--- src/sv/pcx_pkg.sv ---
`timescale 1ns / 1ps
// Shared types, constants and helper functions for the PCX line pixel decoder.
// No dependencies; every other file of the block imports this package.
package pcx_pkg;

    localparam int LINE_BYTES_MAX  = 1024;
    localparam int PLANES_MAX      = 4;
    localparam int PALETTE_ENTRIES = 256;
    localparam int WIDTH_MAX       = 8192;

    localparam int ADDR_W  = $clog2(LINE_BYTES_MAX);
    localparam int PLANE_W = $clog2(PLANES_MAX);
    localparam int PAL_W   = $clog2(PALETTE_ENTRIES);

    typedef enum logic [1:0] {
        REQ_PALETTE = 2'd0,
        REQ_BYTE    = 2'd1,
        REQ_PIXEL   = 2'd2,
        REQ_NONE    = 2'd3
    } pcx_req_t;

    typedef enum logic [2:0] {
        ST_PIXEL     = 3'd0,
        ST_NOT_READY = 3'd1,
        ST_HELD      = 3'd2,
        ST_ZERO_RUN  = 3'd3,
        ST_FRAME     = 3'd4
    } pcx_status_t;

    localparam logic [2:0] MODE_1BPP  = 3'd0;
    localparam logic [2:0] MODE_2BPP  = 3'd1;
    localparam logic [2:0] MODE_4BPP  = 3'd2;
    localparam logic [2:0] MODE_24BPP = 3'd4;

    localparam logic [2:0] REG_PIXEL_MODE   = 3'd0;
    localparam logic [2:0] REG_PLANE_COUNT  = 3'd1;
    localparam logic [2:0] REG_LINE_BYTES   = 3'd2;
    localparam logic [2:0] REG_LINE_WIDTH   = 3'd3;
    localparam logic [2:0] REG_FRAME_HEIGHT = 3'd4;

    typedef struct packed {
        logic [1:0]  req_type;
        logic [7:0]  palette_index;
        logic [23:0] palette_rgb;
        logic [7:0]  data_byte;
    } pcx_in_t;

    typedef struct packed {
        logic [2:0] status;
        logic [7:0] red;
        logic [7:0] green;
        logic [7:0] blue;
        logic       last_in_line;
        logic       last_in_frame;
    } pcx_out_t;

    typedef struct packed {
        logic [2:0]  pixel_mode;
        logic [2:0]  plane_count;
        logic [10:0] plane_bytes;
        logic [13:0] line_width;
        logic [16:0] frame_height;
    } pcx_cfg_t;

    // Write into the line store.
    typedef struct packed {
        logic               we;
        logic [PLANE_W-1:0] plane;
        logic [ADDR_W-1:0]  addr;
        logic [7:0]         data;
    } pcx_wr_t;

    // Result descriptor handed from the control unit to the pixel pipeline.
    typedef struct packed {
        logic       valid;
        logic [2:0] status;
        logic       last_line;
        logic       last_frame;
        logic [2:0] sub;
        logic       oob;
    } pcx_res_t;

    function automatic logic [2:0] pcx_eff_planes(input logic [2:0] pc);
        return (pc == 3'd0) ? 3'd1 : pc;
    endfunction

    function automatic logic [2:0] pcx_kept(input logic [2:0] mode, input logic [2:0] pc);
        logic [2:0] p;
        logic [2:0] lim;
        p   = pcx_eff_planes(pc);
        lim = 3'd1;
        if (mode == MODE_1BPP) begin
            lim = 3'(PLANES_MAX);
        end else if (mode == MODE_24BPP) begin
            lim = 3'd3;
        end
        return (p < lim) ? p : lim;
    endfunction

endpackage

--- src/sv/pcx_ctrl.sv ---
`timescale 1ns / 1ps
// Control unit: request decode, run expansion, line fill and pixel/row counters.
// Depends on pcx_pkg.
module pcx_ctrl (
    input  logic                         aclk,
    input  logic                         aresetn,
    input  pcx_pkg::pcx_cfg_t            cfg,
    input  logic                         s_valid,
    input  pcx_pkg::pcx_in_t             s_data,
    input  logic                         adv,
    output logic                         s_ready,
    output pcx_pkg::pcx_wr_t             wr,
    output logic [pcx_pkg::ADDR_W-1:0]   rd_addr,
    output pcx_pkg::pcx_res_t            res
);
    import pcx_pkg::*;

    logic [2:0]  fill_plane_reg, fill_plane_next;
    logic [10:0] fill_pos_reg, fill_pos_next;
    logic        run_pending_reg, run_pending_next;
    logic [5:0]  run_length_reg, run_length_next;
    logic        line_ready_reg, line_ready_next;
    logic [12:0] pix_pos_reg, pix_pos_next;
    logic [16:0] row_reg, row_next;
    logic        error_reg, error_next;
    logic [5:0]  rem_reg, rem_next;
    logic [7:0]  byte_reg, byte_next;

    logic [2:0]  eff_planes, kept;
    logic [10:0] eff_lb;
    logic [13:0] eff_w;
    logic [16:0] eff_h;
    logic        busy, acc, frame_done, do_put, line_done, start_run;
    logic [7:0]  put_data;
    logic [11:0] pos_inc;
    logic [3:0]  plane_inc;
    logic [13:0] pix_inc;
    logic [17:0] row_inc;
    logic [12:0] idx;

    assign eff_planes = pcx_eff_planes(cfg.plane_count);
    assign kept       = pcx_kept(cfg.pixel_mode, cfg.plane_count);
    assign eff_lb     = (cfg.plane_bytes == 11'd0) ? 11'd1 :
                        (cfg.plane_bytes > 11'(LINE_BYTES_MAX)) ? 11'(LINE_BYTES_MAX) :
                        cfg.plane_bytes;
    assign eff_w      = (cfg.line_width == 14'd0) ? 14'd1 :
                        (cfg.line_width > 14'(WIDTH_MAX)) ? 14'(WIDTH_MAX) : cfg.line_width;
    assign eff_h      = (cfg.frame_height == 17'd0) ? 17'd1 : cfg.frame_height;

    assign busy       = (rem_reg != 6'd0);
    assign s_ready    = adv && !busy;
    assign acc        = s_valid && s_ready;
    assign frame_done = (row_reg >= eff_h);
    assign pos_inc    = {1'b0, fill_pos_reg} + 12'd1;
    assign plane_inc  = {1'b0, fill_plane_reg} + 4'd1;
    assign pix_inc    = {1'b0, pix_pos_reg} + 14'd1;
    assign row_inc    = {1'b0, row_reg} + 18'd1;

    always_comb begin
        unique case (cfg.pixel_mode)
            MODE_1BPP: idx = {3'd0, pix_pos_reg[12:3]};
            MODE_2BPP: idx = {2'd0, pix_pos_reg[12:2]};
            MODE_4BPP: idx = {1'd0, pix_pos_reg[12:1]};
            default:   idx = pix_pos_reg;
        endcase
    end
    assign rd_addr = idx[ADDR_W-1:0];

    always_comb begin
        fill_plane_next  = fill_plane_reg;
        fill_pos_next    = fill_pos_reg;
        run_pending_next = run_pending_reg;
        run_length_next  = run_length_reg;
        line_ready_next  = line_ready_reg;
        pix_pos_next     = pix_pos_reg;
        row_next         = row_reg;
        error_next       = error_reg;
        rem_next         = rem_reg;
        byte_next        = byte_reg;
        do_put           = 1'b0;
        put_data         = byte_reg;
        line_done        = 1'b0;
        start_run        = 1'b0;
        res              = '0;
        res.sub          = pix_pos_reg[2:0];
        res.oob          = ({1'b0, idx} >= {3'd0, eff_lb});
        wr               = '0;

        if (busy) begin
            do_put = 1'b1;
        end else if (acc) begin
            if (s_data.req_type == REQ_BYTE || s_data.req_type == REQ_PIXEL) begin
                res.valid = 1'b1;
                if (error_reg) begin
                    res.status = ST_ZERO_RUN;
                end else if (frame_done) begin
                    res.status = ST_FRAME;
                end else if (s_data.req_type == REQ_BYTE) begin
                    res.valid = 1'b0;
                    if (line_ready_reg) begin
                        res.valid  = 1'b1;
                        res.status = ST_HELD;
                    end else if (run_pending_reg) begin
                        run_pending_next = 1'b0;
                        do_put           = 1'b1;
                        put_data         = s_data.data_byte;
                        byte_next        = s_data.data_byte;
                        start_run        = 1'b1;
                    end else if (s_data.data_byte[7:6] == 2'b11) begin
                        if (s_data.data_byte[5:0] == 6'd0) begin
                            error_next = 1'b1;
                            res.valid  = 1'b1;
                            res.status = ST_ZERO_RUN;
                        end else begin
                            run_pending_next = 1'b1;
                            run_length_next  = s_data.data_byte[5:0];
                        end
                    end else begin
                        do_put   = 1'b1;
                        put_data = s_data.data_byte;
                    end
                end else if (!line_ready_reg) begin
                    res.status = ST_NOT_READY;
                end else begin
                    res.status = ST_PIXEL;
                    if (pix_inc >= eff_w) begin
                        res.last_line   = 1'b1;
                        res.last_frame  = (row_inc >= {1'b0, eff_h});
                        line_ready_next = 1'b0;
                        pix_pos_next    = '0;
                        row_next        = row_inc[16:0];
                    end else begin
                        pix_pos_next = pix_inc[12:0];
                    end
                end
            end
        end

        if (do_put) begin
            wr.we    = (fill_plane_reg < kept) && (fill_pos_reg < 11'(LINE_BYTES_MAX));
            wr.plane = fill_plane_reg[PLANE_W-1:0];
            wr.addr  = fill_pos_reg[ADDR_W-1:0];
            wr.data  = put_data;
            fill_pos_next = pos_inc[10:0];
            if (pos_inc >= {1'b0, eff_lb}) begin
                fill_pos_next   = '0;
                fill_plane_next = plane_inc[2:0];
                if (plane_inc >= {1'b0, eff_planes}) begin
                    fill_plane_next = '0;
                    line_ready_next = 1'b1;
                    pix_pos_next    = '0;
                    line_done       = 1'b1;
                end
            end
        end

        if (busy) begin
            rem_next = (line_done || rem_reg == 6'd1) ? 6'd0 : rem_reg - 6'd1;
        end else if (start_run) begin
            rem_next = line_done ? 6'd0 : run_length_reg - 6'd1;
        end
    end

    always_ff @(posedge aclk) begin
        if (!aresetn) begin
            fill_plane_reg  <= '0;
            fill_pos_reg    <= '0;
            run_pending_reg <= 1'b0;
            run_length_reg  <= '0;
            line_ready_reg  <= 1'b0;
            pix_pos_reg     <= '0;
            row_reg         <= '0;
            error_reg       <= 1'b0;
            rem_reg         <= '0;
        end else begin
            fill_plane_reg  <= fill_plane_next;
            fill_pos_reg    <= fill_pos_next;
            run_pending_reg <= run_pending_next;
            run_length_reg  <= run_length_next;
            line_ready_reg  <= line_ready_next;
            pix_pos_reg     <= pix_pos_next;
            row_reg         <= row_next;
            error_reg       <= error_next;
            rem_reg         <= rem_next;
        end
    end

    always_ff @(posedge aclk) begin
        byte_reg <= byte_next;
    end

    // The zero-run error is sticky until reset.
    a_error_sticky: assert property (@(posedge aclk) disable iff (!aresetn)
        error_reg |=> error_reg)
        else $error("error flag cleared without reset");

    // A held line is only released by an accepted pixel request.
    a_line_hold: assert property (@(posedge aclk) disable iff (!aresetn)
        (line_ready_reg && !(acc && s_data.req_type == REQ_PIXEL)) |=> line_ready_reg)
        else $error("line released without a pixel request");

    // Run expansion never runs while a complete line is held.
    a_run_no_line: assert property (@(posedge aclk) disable iff (!aresetn)
        busy |-> !line_ready_reg)
        else $error("run expanding into a held line");

endmodule

--- config.mk ---
export PLATFORM = sky130hd
export DESIGN_NAME = pcx_ctrl
export DESIGN_NICKNAME = d
export VERILOG_FILES = /design/src/sv/pcx_pkg.sv /design/src/sv/pcx_ctrl.sv
export SDC_FILE = /design/constraint.sdc
export NUM_CORES = 1
export LEC_CHECK = 0
export ABC_AREA = 1
export ABC_CLOCK_PERIOD_IN_PS = 9200
export BUFFER_PORTS_ARGS = -buffer_cell sky130_fd_sc_hd__buf_2
export CAP_MARGIN = 30
export CELL_PAD_IN_SITES_DETAIL_PLACEMENT = 1
export CELL_PAD_IN_SITES_GLOBAL_PLACEMENT = 1
export CORE_MARGIN = 2
export CORE_UTILIZATION = 43
export DETAILED_ROUTE_END_ITERATION = 8
export PLACE_DENSITY = 0.95
export SETUP_SLACK_MARGIN = 0.3
export SKIP_LAST_GASP = 1
export SLEW_MARGIN = 20
export SYNTH_ARGS = -nofsm -noshare
export SYNTH_HDL_FRONTEND = slang
export SYNTH_SLANG_ARGS = --single-unit
--- constraint.sdc ---
create_clock -name aclk -period 9.2 [get_ports aclk]
set_input_delay 0.92 -clock aclk [delete_from_list [all_inputs] [get_ports aclk]]
set_output_delay 0.92 -clock aclk [all_outputs]
set_load 0.02 [all_outputs]
# --- After elaboration in Yosys (flattened, before gate mapping) ---
# Cells that the tools add are included.
# Widths: inputs -> output; s select.
word_totals:
  ff_bits: 67
  inputBits: 94
op_classes:
  eq_ne: 7
  order_cmp: 11
  n_bitwise: 7
  reduce_logical: 20
  add_sub_neg: 6
  n_mux: 97
ops:
  columns: ["op", "n"]
  rows:
  - ["$mux 13", 11]
  - ["$mux 8", 9]
  - ["$mux 1", 45]
  - ["$mux 6", 7]
  - ["$pmux 13 s3", 1]
  - ["$mux 11", 3]
  - ["$mux 14", 2]
  - ["$mux 21", 1]
  - ["$mux 3", 7]
  - ["$add 17x1->18 const B", 1]
  - ["$ge 18x17->1", 1]
  - ["$ge 17x17->1", 1]
  - ["$logic_not 17->1", 1]
  - ["$mux 17", 1]
  - ["$mux 4", 4]
  - ["$reduce_and 8->1", 2]
  - ["$add 13x1->14 const B", 1]
  - ["$ge 14x14->1", 1]
  - ["$gt 14x14->1 const B", 1]
  - ["$logic_not 14->1", 1]
  - ["$ge 13x11->1", 1]
  - ["$add 11x1->12 const B", 1]
  - ["$ge 12x11->1", 1]
  - ["$mux 2", 6]
  - ["other kinds (25)", 38]

# --- Depth between registers and ports, before layout ---
# Gate-level depths: netlist of the first run.
depth:
  word_depth: 15
  depth_mapped: 21
  depth_no_buf: 21

# --- Worst setup path after synthesis of the first run ---
# Ideal clock, no wire load.
synth_path:
  path_kind: "input port to output port"
  startpoint: "input port cfg[23] (netlist bit)"
  endpoint: "output port res[4] (netlist bit)"
  path_stages: 15
  t_required_ps: 8280
  arrival_ps: 3614
  n_path_buf: 3
  path_slack_ps: 4666
  path_cell_list: "nor4_1 > nand4_1 > nand2_1 > clkbuf_1 > nand2_1 > ha_1 > nand2_1 > nor4_1 > nand2_1 > nand3_1 > clkinv_1 > nor2_1 > buf_4 > buf_4 > a21boi_1"
synth_lines:
  columns: ["element", "line", "text"]
  rows:
  - ["from (decl)", "pcx_ctrl.sv:7", "input pcx_pkg::pcx_cfg_t cfg,"]
  - ["to (decl)", "pcx_ctrl.sv:14", "output pcx_pkg::pcx_res_t res"]

==> results.cfg, run 1 <==
[status]
status = completed

[clock_network]
cts_max_level = 3
cts_inserted_buffers = 9
path_clk_slew_ns = 0.06
worstSkewPairLatency_ns = 0.34
clockBufferDepth = 2
holdBufCountCts = 0
ctsResizeCount = 0
clock-sinks = 67
cts_tree = built
cts_setup_buffers = 0
root_buffer = clkbuf_16

[synth]
syn-num-nets = 1098
synthXorXnorAreaFrac_pct = 4.45
syn_avg_cell_area_um2 = 6.87
synth.area.mux_share_pct = 0
yosys_warnings = 0
ys_types = 48
yosys.area_share.simple_pct = 28.2
yosysTopAreaCell = dfxtp_1
synthesis.instances = 917
synth_compound_area_share_pct = 16.5
yosys-top-cells-area = dfxtp_1 19%, ha_1 17%, nand2_1 10%
ys_ff_latch = 67
async_flop_share_pct = 0
synth_fa_ha_area_share_pct = 17.3
synth-main-ff-cell = dfxtp_1
synth_top_family_by_area = simple AND/OR/NAND/NOR gates
seq_area_frac_synth_pct = 22.6
synth.top_cell.area_share_pct = 18.8
synth-edff-count = 8
synth.cell_area_mm2 = 0.00630

[power_and_ir_drop]
switching_share_pct = 38.8
design_power_total_mw = 1.12
p_int_mw = 0.684
power_frac_seq_pct = 29.5
peakVddDrop_mv = 0.0869
leakagePower_nw = 3.63
clkPwrFrac_pct = 32.2
combPwrFrac_pct = 38.3
switching_power_mw = 0.433
p_per_area_mw_per_mm2 = 154

[final_layout]
layout_commonest_cell = nand2_1
nets = 1192
largest_reg_flops = 17
num_antenna_cells = 0
synthToLayoutAreaGrowth_pct = 15.0
seqCellArea_mm2 = 0.00142
fill_cells = 1937
multi_input_area_mm2 = 0.00419
mostFrequentLayoutCells = 174 x nand2_1, 140 x inv_1, 106 x nor2_1, 104 x buf_2, 87 x ha_1
finalInstanceArea_mm2 = 0.00724
utilization_pct = 50.2
drive_gt1_share_pct = 15.9

[worst_setup_path]
arrival_ns = 4.15
crit_path_max_fanout = 29
rrSetupSlack_ns = 5.39
crit_path_start_kind = flop
cp_data_required_time_ns = 8.28
path_class = reg -> out
r2r_cells = 18
worstReg2RegStart = pix_pos_reg[0]$_SDFF_PN0_
endpoint_kind = output pin
regToRegEndpoint = row_reg[15]$_SDFFE_PN0P_

[worst_hold_path]
hold-path-cell-count = 2
min_path_type = reg -> reg
hold_end = fill_pos_reg[6]$_SDFFE_PN0N_
hp-start = fill_pos_reg[6]$_SDFFE_PN0N_

[detailed_routing]
wirelength_um = 18200
routed_via_density = 5.31
drtIter0Drc = 226
vias = 6375
first_pass_iters = 4
wl_per_cell_um = 15.2
drc = 0
ant_nets = 0

[placement]
dp_hpwl_um = 14700
placed_cell_area_mm2 = 0.00694
io_buffers = 103
gp_congestion = 0.852

[die]
num_io_pins = 136
die_w_um = 125
core_area_mm2 = 0.0144
core.rowCount = 44
die_area_mm2 = 0.0156
start_util_pct = 43.7
dieHeight_um = 125

[timing]
drv_slew = 0
setup_viol = 0
setup-tns-final_ns = 0
fin_hold_ws_ns = 0.500
final.min_clock_period_ns = 5.07
fmax_mhz = 197
layout_worst_path_cycle_share_pct = 55.1
relSlewSlack_pct = 48.2
hold_viol = 0
tightest_slew_ns = 0.776
rsz0062_at_grt = false
finClkSkew_ns = 0.00779

[grt]
grt_usage_pct = 23.8
grt_pass1_wl_um = 30900
grt_overflow_total = 0
grt_max_degree = 30
grt_pass1_vias = 6517
antenna_found_initial = 0

[job]
max-cap-violations = 0
## critical path: stages, from the launching register on
cell	delay, ns
dfxtp_1	0.48
ha_1	0.26
nand4_1	0.14
nor2_1	0.23
nand3_1	0.16
nor2_1	0.12
nand2_1	0.09
nor3_1	0.19
xor2_1	0.27
ha_1	0.18
nand2_1	0.07
nor3_1	0.20
nand2_1	0.08
nand3_1	0.18
clkinv_1	0.30
nor2_1	0.19
buf_4	0.30
a21boi_1	0.19
buf_2	0.17
## power by group through the flow
| stage | logic [mW] | clock network, mW | registers [mW] |
|---|---|---|---|
| 5_1_grt | 0.484 | 0.378 | 0.331 |
| 4_1_cts | 0.432 | 0.367 | 0.329 |
| 6_report | 0.427 | 0.360 | 0.329 |
| 2_1_floorplan | 0.333 | 0 | 0.330 |
| 3_5_place_dp | 0.430 | 0 | 0.335 |
| 3_3_place_gp | 0.412 | 0 | 0.334 |
## cell type report
type                       instances  area share (%)
timing repair buffer             108            7.60
clock inverter                     3           0.639
tap                              184            3.18
sequential                        67            19.6
clock buffer                      13            3.59
multi-input combinational        680            57.8
inverter                         145            7.58
## layer usage
layer  share of wire (%)  track usage [%]  vias up
li1                    -                -     3227
met1                  45             29.2     3038
met2                  51             43.4       93
met3                 2.7             4.02       17
met4                 1.2             5.29        0
met5                   0                0        -
## per-stage QoR
step	setup WS, ns	cells
after floorplan	4.67	917
after global placement	4.37	1182
after detailed placement	4.28	1184
after CTS	4.14	1200
after global routing	3.74	1200
final	4.13	1200
## Yosys cell counts, drive strengths merged, types with 13 or more instances
| library cell | instances |
|---|---|
| ha | 87 |
| o21ai | 52 |
| a21oi | 64 |
| nor3 | 29 |
| inv | 142 |
| nand4 | 17 |
| nand3 | 28 |
| nor2 | 115 |
| nand2 | 189 |
| clkbuf | 13 |
| xor2 | 29 |
| dfxtp | 59 |
## cells by family after synthesis
group           Yosys count
compound gates          170
flops                    67
simple gates            391
buf+inv                 170
xor+xnor                 32
fa+ha+maj                87
## worst max-delay path by stage
| stage | start | to | slack (ns) |
|---|---|---|---|
| floorplan | cfg[23] | res[4] | 4.67 |
| global placement | cfg[23] | res[4] | 4.37 |
| detailed placement | cfg[23] | res[4] | 4.28 |
| CTS | pix_pos_reg[0]$_SDFF_PN0_ | res[4] | 4.14 |
| global route | pix_pos_reg[2]$_SDFF_PN0_ | res[4] | 3.74 |
| finish | pix_pos_reg[0]$_SDFF_PN0_ | res[4] | 4.13 |
Power figures use the tool's default switching activity.
==> run 2: changes to the inputs <==
ABC_CLOCK_PERIOD_IN_PS = 4300   (was 9200)
CORE_UTILIZATION = 36   (was 43)
PLACE_DENSITY = 0.9   (was 0.95)
clock period = 4.3 ns   (was 9.2 ns; I/O delays follow)
==> run 2 against run 1 <==
- largest cell class unchanged
- non-clock buffer count rose by 3
- total power is 120% higher
- largest power group unchanged
- core utilization is 7.3 points lower
==> results.cfg, run 2 (synthesis gave the netlist of run 1 again) <==
[detailed_routing]
ant_nets = 0
routed_via_density = 5.11
wl_met1_um = 8240
first_pass_iters = 4
highest_layer = met4
wl_met2_um = 9350
wl_per_cell_um = 14.8
met3_length_um = 527
drc = 0
wirelength_um = 18400
drtIter0Drc = 231
vias = 6355

[clock_network]
path_clk_slew_ns = 0.06
root_buffer = clkbuf_16
holdBufCountCts = 0
cts_tree = built
cts_inserted_buffers = 9
clockBufferDepth = 2
clock-sinks = 67
cts_max_level = 3
worstSkewPairLatency_ns = 0.34

[final_layout]
mostFrequentLayoutCells = 174 x nand2_1, 140 x inv_1, 103 x nor2_1, 103 x buf_2, 86 x ha_1
largest_reg_flops = 17
drive_gt1_share_pct = 17.4
synthToLayoutAreaGrowth_pct = 17.2
utilization_pct = 43.0
nets = 1195
finalInstanceArea_mm2 = 0.00738
fill_cells = 2264
num_antenna_cells = 0
layout_commonest_cell = nand2_1

[worst_setup_path]
crit_path_max_fanout = 6
path_delay_family = simple AND/OR/NAND/NOR gates
path_cells = ha_1 > nand2_1 > inv_1 > nand4_1 > nor2_2 > nand2_1 > xor2_1 > inv_1 > ha_1 > nand4_1 > nor3_1 > o21ai_0 > o211ai_1 > nand2_1 > nand2_1 > nand3_1 > nand2_1 > nand2_1 > a21boi_1 > buf_2
crit_buf_inv = 3
cp_data_required_time_ns = 3.87
endpoint_kind = output pin
path_class = reg -> out
slowest_delay_ns = 0.41
cpMostUsedCell = nand2_1
crit_path_start_kind = flop
cp_slowest_cell = dfxtp_1
arrival_ns = 3.24

[timing]
drv_slew = 0
rsz0062_at_grt = false
fmax_mhz = 273
finClkSkew_ns = 0.00843
tightest_slew_ns = 0.557
setup_viol = 0
final.min_clock_period_ns = 3.67
hold_viol = 0
layout_worst_path_cycle_share_pct = 85.2
setup-tns-final_ns = 0
relSlewSlack_pct = 62.8

[job]
max-cap-violations = 0

[power_and_ir_drop]
clkPwrFrac_pct = 33.5
p_per_area_mw_per_mm2 = 332
peakVddDrop_mv = 0.183
leakagePower_nw = 3.66
switching_share_pct = 37.9
p_int_mw = 1.52
combPwrFrac_pct = 37.7
switching_power_mw = 0.928
power_frac_seq_pct = 28.8

[grt]
grt_overflow_total = 0
grt_usage_pct = 20.5
grt_pass1_vias = 6584
grt_pass1_wl_um = 30500
grt_max_degree = 28
antenna_found_initial = 0

[die]
dieHeight_um = 136
core_area_mm2 = 0.0172
die_area_mm2 = 0.0186
die_w_um = 136
start_util_pct = 36.7
core.rowCount = 48
num_io_pins = 136

[placement]
io_buffers = 103
dp_hpwl_um = 14800
placed_cell_area_mm2 = 0.00701
gp_congestion = 0.820

[status]
status = completed

[worst_hold_path]
min_path_type = in -> reg
-- run 2: cell types whose count changed in the layout (fill, tap and decap cells not counted), moves of 2 or more --
cell     before  now
nor2_1      106  103
nor2_2        4    7
nor3_1       28   26
buf_4         4    8
dfxtp_1      59   57
nor3_2        1    3
-- run 2: routing by layer --
| layer | vias to the layer above | GRT usage (%) |
|---|---|---|
| met3 | 27 | 3.73 |
| li1 | 3230 | - |
| met4 | 0 | 4.92 |
| met1 | 2989 | 24.5 |
| met5 | - | 0 |
| met2 | 109 | 37.6 |
-- run 2: power groups by stage --
stage / combinational (mW) / sequential [mW] / clock, mW
detailed placement: 0.924 / 0.718 / 0
finish: 0.922 / 0.706 / 0.821
global route: 1.03 / 0.709 / 0.869
global placement: 0.889 / 0.715 / 0
CTS: 0.933 / 0.705 / 0.841
floorplan: 0.712 / 0.706 / 0
-- run 2: final timing paths --
kind	startpoint	end	slack (ns)	cells past startpoint
hold / removal	s_data[6]	byte_reg[6]$_DFFE_PP_	0.30	1
hold reg to reg	fill_pos_reg[7]$_SDFFE_PN0N_	fill_pos_reg[7]$_SDFFE_PN0N_	0.50	2
setup reg to reg	fill_pos_reg[0]$_SDFFE_PN0N_	rem_reg[5]$_SDFFE_PN0P_	1.07	19
setup / recovery	row_reg[0]$_SDFFE_PN0P_	res[4]	0.63	20
-- run 2: what timing repair did --
action                     CTS  global route
cloned                       0             0
setup endpoints to repair    1             2
hold endpoints to repair     0             0
pin swaps                    0             1
buffers inserted             0             1
gates resized for setup      2            10
-- run 2: final cells by class --
| class | count | area (um^2) | area share [%] |
|---|---|---|---|
| clock buffer | 12 | 256 | 3.48 |
| clock inverter | 4 | 73.8 | 1.00 |
| inverter | 145 | 549 | 7.44 |
| multi-input combinational | 680 | 4220 | 57.1 |
| sequential | 67 | 1430 | 19.3 |
| tap | 225 | 282 | 3.81 |
| timing repair buffer | 111 | 576 | 7.80 |
-- run 2: metrics by stage --
| step | power (mW) | setup slack [ns] | std cells | hold WS [ns] |
|---|---|---|---|---|
| floorplan | 1.42 | 0.669 | 917 | 0.468 |
| global placement | 1.60 | 0.701 | 1227 | 0.481 |
| detailed placement | 1.64 | 0.609 | 1227 | 0.487 |
| CTS | 2.48 | 0.349 | 1243 | 0.287 |
| global route | 2.61 | 0.293 | 1244 | 0.295 |
| finish | 2.45 | 0.635 | 1244 | 0.301 |
==> run 3: changes to the inputs <==
ABC_CLOCK_PERIOD_IN_PS = 4500   (was 4300)
CORE_UTILIZATION = 43   (was 36)
PLACE_DENSITY = 0.95   (was 0.9)
clock period = 4.5 ns   (was 4.3 ns; I/O delays follow)
==> run 3 against run 2 <==
- final area fell by 1.5%
- wire length increased by 0.11%
- first-iteration DRC count up 13%
- clock power decreased by 13%
- register-to-register slack got worse by 0.03 ns
- global-route usage up 3.3 points
- worst setup slack worse by 0.030 ns
- sequential share of layout area increased by 0.25 points
- critical path type unchanged
==> results.cfg, run 3 (synthesis gave the netlist of run 1 again) <==
[grt]
met1_usage_pct = 28.4
grt_overflow_total = 0
grt_pass1_vias = 6557
grt_usage_pct = 23.8
grt_pass1_wl_um = 30700
grt-busiest-layer = met2
met3_usage_pct = 4.66
antenna_found_initial = 0
grt_max_degree = 28
use_met2_pct = 43.9

[timing]
final.min_clock_period_ns = 3.90
worst_slack_ns = 0.605
finClkSkew_ns = 0.00701
setup-tns-final_ns = 0
relSlewSlack_pct = 64.3
tightest_slew_ns = 0.534
fmax_mhz = 257
setup_viol = 0
drv_slew = 0
layout_worst_path_cycle_share_pct = 86.6
hold_viol = 0
rsz0062_at_grt = false

[clock_network]
cts_max_level = 3
cts_setup_buffers = 0
worstSkewPairLatency_ns = 0.34
cts_inserted_buffers = 9
clockBufferDepth = 2
clock-sinks = 67
cts_tree = built
root_buffer = clkbuf_16
holdBufCountCts = 0
path_clk_slew_ns = 0.06

[final_layout]
layout_commonest_cell = nand2_1
synthToLayoutAreaGrowth_pct = 15.4
largest_reg_flops = 17
mostFrequentLayoutCells = 174 x nand2_1, 140 x inv_1, 104 x nor2_1, 103 x buf_2, 86 x ha_1
num_antenna_cells = 0
nets = 1194
final_cells = 1202
drive_gt1_share_pct = 16.7
finalInstanceArea_mm2 = 0.00727

[die]
core_area_mm2 = 0.0144
dieHeight_um = 125
die_w_um = 125
start_util_pct = 43.7
die_area_mm2 = 0.0156
core.rowCount = 44
num_io_pins = 136

[worst_setup_path]
endpoint_kind = output pin
cp_slowest_cell = dfxtp_1
crit_path_max_fanout = 5
cpMostUsedCell = nand2_1
crit_path_start_kind = flop
slowest_delay_ns = 0.40
arrival_ns = 3.45
path_class = reg -> out
cp_data_required_time_ns = 4.05
path_cells = ha_2 > nand4_1 > nor2_2 > nand3_1 > nor2_1 > nand2_1 > nor3_1 > xor2_1 > ha_1 > nand2_1 > nor3_1 > nand2_1 > nand3_2 > clkinv_1 > nor2_2 > a21boi_1 > buf_2

[detailed_routing]
wl_per_cell_um = 15.3
ant_nets = 0
drtIter0Drc = 262
drc = 0
wirelength_um = 18400
routed_via_density = 5.32
vias = 6398
first_pass_iters = 4

[power_and_ir_drop]
peakVddDrop_mv = 0.155
design_power_total_mw = 2.26
p_per_area_mw_per_mm2 = 312
leakagePower_nw = 3.64

[worst_hold_path]
min_path_type = in -> reg

[placement]
io_buffers = 103
place_inst = 1186
placed_cell_area_mm2 = 0.00696
gp_congestion = 0.827
dp_hpwl_um = 14700
dp_slack_ns = 0.681

[job]
max-cap-violations = 0

[status]
status = completed
## run 3: area by class of cell
class / count / area [um^2]
Clock inverter: 6 / 63.8
Multi-Input combinational cell: 680 / 4200
Fill cell: 1964 / 7160
Sequential cell: 67 / 1420
Inverter: 145 / 549
Timing Repair Buffer: 110 / 568
Clock buffer: 10 / 229
Tap cell: 184 / 230
## run 3: critical path, delay by kind of cell (launching register included)
kind            cells  cell delay [ns]
buf+inv             2             0.32
fa+ha+maj           2             0.42
flops               1             0.40
xor+xnor            1             0.27
simple gates       11             1.52
compound gates      1             0.16
## run 3: timing repair
item	4_1_cts	5_1_grt
resized for setup	1	5
setup endpoints to repair	1	2
pin swaps	1	1
## run 3: stage by stage
stage	utilization, %	hold WS, ns
after global routing	50.4	0.303
final	50.4	0.317
after CTS	50.3	0.304
after detailed placement	48.2	0.493
after floorplan	-	0.468
after global placement	48.2	0.480
## run 3: per-layer routing
layer	part of all wire (%)	vias up
li1	-	3227
met1	44	3037
met2	51	116
met3	3.3	18
met4	1.3	0
met5	0	-
## run 3: power by group
part | total (mW) | switching (mW) | internal (mW)
logic | 0.881 | 0.582 | 0.299
registers | 0.673 | 0.0342 | 0.639
clock network | 0.711 | 0.281 | 0.430
total | 2.26 | 0.897 | 1.37
## run 3: path summary, 6_finish.rpt
path | startpoint | end | slack, ns | depth (start not counted)
worst max-delay path | pix_pos_reg[1]$_SDFF_PN0_ | res[4] | 0.60 | 17
worst min-delay path | s_data[6] | byte_reg[6]$_DFFE_PP_ | 0.32 | 1
worst max register to register | pix_pos_reg[1]$_SDFF_PN0_ | row_reg[15]$_SDFFE_PN0P_ | 1.04 | 18
worst min register to register | fill_pos_reg[8]$_SDFFE_PN0N_ | fill_pos_reg[8]$_SDFFE_PN0N_ | 0.50 | 2
